==> src/sv/rre_pkg.sv <==
// rre_pkg: widths, constants and types shared by the range estimator files
// no dependencies
`timescale 1ns / 1ps
package rre_pkg;
    localparam int NODE_COUNT = 3;
    localparam int CW         = 24;
    localparam int NODE_W     = 2;
    localparam int CFG_COUNT  = 3;
    localparam int CFG_W      = 24;
    localparam int CFG_IDX_W  = $clog2(CFG_COUNT);
    localparam int SQ_W       = 2 * CW;
    localparam int TOT_W      = CW + 1;
    localparam int TOT_IN_W   = 2 * TOT_W;
    localparam int SCALE_W    = 20;
    localparam logic [SCALE_W-1:0] SCALE = 20'd1000000;
    localparam int DIVD_W     = CFG_W + SCALE_W;
    localparam int DIST_W     = 23;
    localparam int CB_SHIFT   = 24;
    localparam int CN_W       = 3 * DIST_W;
    localparam int CRW        = 2 * DIST_W + 4;
    localparam int R2W        = 2 * DIST_W;
    localparam logic [DIST_W-1:0] DIST_MAX = {DIST_W{1'b1}};
    localparam int L_AX       = CW + 3;
    localparam int L_TOT      = TOT_W + 2;
    localparam int RNG_LAT    = 1 + DIVD_W + DIST_W;
    localparam int LAT        = L_AX + L_TOT + RNG_LAT + 1;

    typedef struct packed {
        logic [NODE_W-1:0] node;
        logic [CW-1:0]     mag_x;
        logic [CW-1:0]     mag_y;
        logic [CW-1:0]     mag_z;
    } t_mags;
endpackage

==> src/sv/rre_axis_mag.sv <==
// rre_axis_mag: pipelined floored magnitude of one complex bin value
// depends on rre_pkg
`timescale 1ns / 1ps
module rre_axis_mag import rre_pkg::*; (
    input  logic                 i_clk,
    input  logic signed [CW-1:0] i_re,
    input  logic signed [CW-1:0] i_im,
    output logic [CW-1:0]        o_mag
);
    localparam int RW = CW + 2;

    logic [CW-1:0]   r_abs_re, r_abs_im;
    logic [SQ_W-1:0] r_sq_re, r_sq_im;
    logic [SQ_W-1:0] r_sum;
    logic [SQ_W-1:0] r_sn  [1:CW];
    logic [RW-1:0]   r_rem [1:CW];
    logic [CW-1:0]   r_rt  [1:CW];

    always_ff @(posedge i_clk) begin
        r_abs_re <= i_re[CW-1] ? (~i_re + 1'b1) : i_re;
        r_abs_im <= i_im[CW-1] ? (~i_im + 1'b1) : i_im;
        r_sq_re  <= r_abs_re * r_abs_re;
        r_sq_im  <= r_abs_im * r_abs_im;
        r_sum    <= r_sq_re + r_sq_im;
    end

    for (genvar k = 1; k <= CW; k++) begin : g_root
        logic [SQ_W-1:0] p_sn;
        logic [RW-1:0]   p_rem, remsh, trial;
        logic [CW-1:0]   p_rt;
        logic            ge;
        if (k == 1) begin : g_first
            assign p_sn  = r_sum;
            assign p_rem = '0;
            assign p_rt  = '0;
        end else begin : g_next
            assign p_sn  = r_sn[k-1];
            assign p_rem = r_rem[k-1];
            assign p_rt  = r_rt[k-1];
        end
        assign remsh = {p_rem[RW-3:0], p_sn[SQ_W-1 -: 2]};
        assign trial = {p_rt, 2'b01};
        assign ge    = remsh >= trial;
        always_ff @(posedge i_clk) begin
            r_sn[k]  <= {p_sn[SQ_W-3:0], 2'b00};
            r_rem[k] <= ge ? (remsh - trial) : remsh;
            r_rt[k]  <= {p_rt[CW-2:0], ge};
        end
    end

    assign o_mag = r_rt[CW];
endmodule

==> config.mk <==
export PLATFORM = sky130hd
export DESIGN_NAME = rre_axis_mag
export DESIGN_NICKNAME = d
export VERILOG_FILES = /design/src/sv/rre_pkg.sv /design/src/sv/rre_axis_mag.sv
export SDC_FILE = /design/constraint.sdc
export NUM_CORES = 2
export LEC_CHECK = 0
export BUFFER_PORTS_ARGS = -buffer_cell sky130_fd_sc_hd__buf_2
export CORE_MARGIN = 4
export CORE_UTILIZATION = 64
export DETAILED_ROUTE_END_ITERATION = 12
export PLACE_DENSITY = 0.8
export SLEW_MARGIN = 30
export SYNTH_ARGS = -nofsm -noshare
export SYNTH_HDL_FRONTEND = slang
export SYNTH_SLANG_ARGS = --single-unit
==> constraint.sdc <==
create_clock -name i_clk -period 9.25 [get_ports i_clk]
set_input_delay 0.925 -clock i_clk [delete_from_list [all_inputs] [get_ports i_clk]]
set_output_delay 0.925 -clock i_clk [all_outputs]
set_load 0.02 [all_outputs]
; ---- Word level (Yosys, flattened, before mapping)
; Memory sizes are Yosys's and may differ from the RTL's.
; Index checks and enable logic that the tools add are counted.
[totals]
inputBits = 49
ramBits = 2304
output_inout_bits = 24
mem_count = 3
register_bits = 192
[op_classes]
bitwise = 2
mux = 26
order_cmp = 24
mul = 2
n_addsub = 27
[mem_list]
columns = memory, words, word_bits, rd, rd_clocked_by_memory_dff, wr, line_no
row1 = r_sn, 24, 46, 23, 0, 24, rre_axis_mag.sv:15  ; logic [SQ_W-1:0] r_sn [1:CW];
row2 = r_rem, 24, 26, 23, 0, 24, rre_axis_mag.sv:16  ; logic [RW-1:0] r_rem [1:CW];
row3 = r_rt, 24, 24, 24, 0, 24, rre_axis_mag.sv:17  ; logic [CW-1:0] r_rt [1:CW];
[op_table]
columns = cell, count
row1 = $mux W26, 24
row2 = $ge A26 B26 Y1, 23
row3 = $sub A26 B26 Y26, 23
row4 = $mul A24 B24 Y48, 2
row5 = $add A24 B1 Y24 const B, 2
row6 = $add A48 B48 Y48, 1
row7 = $not A24 Y24, 2
row8 = $mux W23, 2
row9 = $sub A2 B1 Y3 const B, 1
row10 = $ge A2 B1 Y1 const B, 1

; ---- Depth between registers and ports, before layout
[logic_depth]
depth_word = 3
depth_mapped = 29

; ---- Least setup slack after synthesis
; Ideal clock, no wire load.
[synth_path]
path_kind = reg-to-reg
start = register r_abs_re[2]
end = register r_sq_re[37]
path_buffers = 2
required_ns = 9.126
arrival_time_ns = 6.984
setup_slack_ns = 2.142
stages_incl_launch_ff = 28
path_cell_list = dfxtp_1 clkbuf_1 clkbuf_1 nand2_1 fa_1 inv_1 fa_1 inv_1 fa_1 inv_1 fa_1 inv_1 fa_1 inv_1 fa_1 inv_1 fa_1 inv_1 ha_1 and3_1 nand2_1 o21ai_0 a31oi_1 o41ai_1 nand2_1 o21ai_0 a21boi_0 xnor2_1
[synth_via]
elab_chain_len = 1
[synth_rtl]
columns = element, line_no
row1 = "start, declared", rre_axis_mag.sv:12  ; logic [CW-1:0] r_abs_re, r_abs_im;
row2 = "start signal, assigned", rre_axis_mag.sv:20  ; r_abs_re <= i_re[CW-1] ? (~i_re + 1'b1) : i_re;
row3 = $mul A24 B24 Y48, rre_axis_mag.sv:22  ; r_sq_re <= r_abs_re * r_abs_re;
row4 = "end signal, assigned", rre_axis_mag.sv:22
row5 = "end, declared", rre_axis_mag.sv:13  ; logic [SQ_W-1:0] r_sq_re, r_sq_im;
; No other way between the ends.
; A chain may end at the register's enable or synchronous reset.

; ---- Worst setup path in the final report
[layout_path]
start = register r_abs_im[18]
end = register r_sq_im[47]
[layout_via]
elab_chain_len = 1
[layout_rtl]
columns = element, line_no
row1 = "start, declared", rre_axis_mag.sv:12
row2 = "start signal, assigned", rre_axis_mag.sv:21  ; r_abs_im <= i_im[CW-1] ? (~i_im + 1'b1) : i_im;
row3 = $mul A24 B24 Y48, rre_axis_mag.sv:23  ; r_sq_im <= r_abs_im * r_abs_im;
row4 = "end signal, assigned", rre_axis_mag.sv:23
row5 = "end, declared", rre_axis_mag.sv:13
; No other way between the ends.

==> reports/metrics.yaml <==
status:
  status: "finished, final reports clean"
critical_path:
  cpMostUsedCell: "fa_1"
  cp_max_fo: 20
  critPathLaunchType: "flop"
  worstRegToRegCells: 25
  critical-path-max-stage-delay_ps: 990
  crit_family: "adder cells"
  cp.arrival_ps: 8480
  crit_type: "reg -> reg"
  crit_required_ps: 9880
  worstSetupPathDepth: 25
  reg2reg_slack_ps: 1400
  timing.rr.end: "r_sq_im[47]"
  cpMaxStageDelayCell: "dfxtp_1"
  end_kind: "flop"
  cp.buffers_inverters: 6
  crit-reg2reg-launch: "r_abs_im[18]"
timing:
  final_max_slew_viol_count: 0
  fin_crit_sh_pct: 84.84
  tns_ps: 0
  relSlewSlack_pct: 29.53
  min_period_ps: 7847
  setup_viol: 0
  clock_skew_ps: 54.25
  tightest_slew_ps: 1056
  fmax_ghz: 0.1274
  hold_violations: 0
  rsz0062_at_grt: "no"
placed_design:
  port_buffers: 72
  gp_congestion: 0.9479
  dp_cells: 10739
  dpl.hpwl_um: 146700
global_routing:
  grt_max_degree: 43
  grt.overflow.total: 0
  track_usage_pct: 26.42
  grt_first_pass_wirelength_um: 313600
  antenna_found_initial: 1
  grt_pass1_vias: 64107
layout:
  fillers: 9962
  multi_input_area_um2: 50370
  fin_cells: 11018
  area.growth.synth_to_final_pct: 8.628
  regArea_um2: 31310
  layout_common_cells: "inv_1 (1620), dfxtp_1 (1549), fa_1 (846)"
  final_common_cell: "inv_1"
  drive_above_1_share_pct: 5.184
  nNetsFinal: 10717
floorplanning:
  chipWidth_um: 379.9
  coreArea_um2: 137500
  start_util_pct: 64.39
  die_area_um2: 144400
  std_cell_rows: 136
  io_pins: 73
  die_h_um: 379.9
synth:
  yosys.area.top_type: "dfxtp_1"
  synth_cells: 9052
  seq_area_frac_synth_pct: 35.34
  syn_area_per_cell_um2: 9.781
  ys_warn_count: 0
  ys_ff_latch: 1563
  synth_edf_count: 0
  synth.net_count: 10672
  synth_flop_cell: "dfxtp_1"
  synthesis.area_um2: 88540
  yosysTopAreaCellShare_pct: 35.34
  ys_types: 83
  ys_top_cells_by_area: "dfxtp_1 (35%), fa_1 (19%), ha_1 (10%)"
  synth-async-reset-ratio_pct: 0
drt:
  vias: 60576
  wirelength_um: 190100
  via_per_inst: 5.498
  first_pass_iters: 5
  drt-initial-drc-count: 3310
  antenna_left: 0
  drc: 0
  wl_per_cell_um: 17.25
worst_hold_path:
  min_path_cells: 0
  hold_path.class: "reg -> reg"
  holdPathEnd: "r_sn[0][576]"
  hold_start: "r_sn[0][528]"
clocking:
  cts_tree: "done"
  ctsResizeCount: 0
  cts_buffers: 150
  postCtsSetupRepairBufs: 0
  clock_path_buffers: 3
  htreeDepth: 4
  cts.clk_slew.worst_paths_ps: 60
  cts_sinks: 1563
  clock_latency_ps: 790
  cts-root-buf: "clkbuf_16"
  holdBufCountCts: 0
job:
  maxCapViolCount: 0
[cell families (layout without fill, tap and decap cells)]
kind of cell | count (synthesis) | in the layout | synth area share [%]
buffers and inverters | 1841 | 2010 | 7.828
flip-flops | 1563 | 1563 | 35.34
AO/OA/AOI/OAI | 1375 | 1375 | 9.645
multiplexers | 45 | 45 | 0.5582
adder cells (fa/ha/maj) | 1571 | 1571 | 29.37
other | 1 | 4 | 0.004236
AND/OR/NAND/NOR | 2059 | 2059 | 11.34
XOR/XNOR | 597 | 597 | 5.906
[area by class of cell]
cell class / instances / share of cell area (%)
Inverter: 1621 / 6.327
Clock inverter: 84 / 1.401
Timing Repair Buffer: 113 / 0.6947
Tap cell: 1794 / 2.334
Antenna cell: 3 / 0.007806
Clock buffer: 192 / 4.306
Multi-Input combinational cell: 5648 / 52.38
Sequential cell: 1563 / 32.55
[flip-flops by register name, indices dropped and copies added, names as in the netlist]
| register | flops |
|---|---|
| r_abs_re | 24 |
| r_abs_im | 24 |
| r_sn | 552 |
| r_sq_re | 47 |
| r_sq_im | 47 |
| r_rt | 300 |
| r_rem | 521 |
| g_root.p_sn | 48 |
[per-stage QoR]
| stage | worst slack, ps | hold WS, ps | cell area, µm² | util, % |
|---|---|---|---|---|
| global placement | 1449 | 309.9 | 90640 | 65.92 |
| detailed placement | 1442 | 312.1 | 90650 | 65.93 |
| global route | 998.0 | 286.8 | 96170 | 69.95 |
| finish | 1403 | 290.4 | 96170 | 69.95 |
| CTS | 1351 | 264.7 | 96140 | 69.93 |
| floorplan | 2142 | 309.6 | 88540 | - |
[cells in the mapped netlist, drive strengths merged (125+ instances only)]
library cell,count
inv,1621
dfxtp,1563
fa,846
nand2,730
ha,725
a21oi,406
o21ai,371
nor2,370
xnor2,343
xor2,254
and2,242
clkbuf,210
a21o,185
nor3,125
[worst max path at each step]
stage	start	end
after floorplan	r_abs_re[2]	r_sq_re[37]
after global placement	r_abs_im[2]	r_sq_im[47]
after detailed placement	r_abs_im[0]	r_sq_im[47]
after CTS	r_abs_im[0]	r_sq_im[47]
after global routing	r_abs_im[18]	r_sq_im[47]
final	r_abs_im[18]	r_sq_im[47]
[layer usage]
layer / share of wire, % / GRT usage [%] / up-vias
met5: 0 / 0 / -
li1: - / - / 29010
met1: 39 / 30.41 / 29252
met3: 4.6 / 3.564 / 586
met2: 51 / 48.28 / 1728
met4: 5.3 / 12.99 / 0
Power is not shown: default switching activity piles up to over one toggle a cycle in this logic, so the estimate is an artifact.
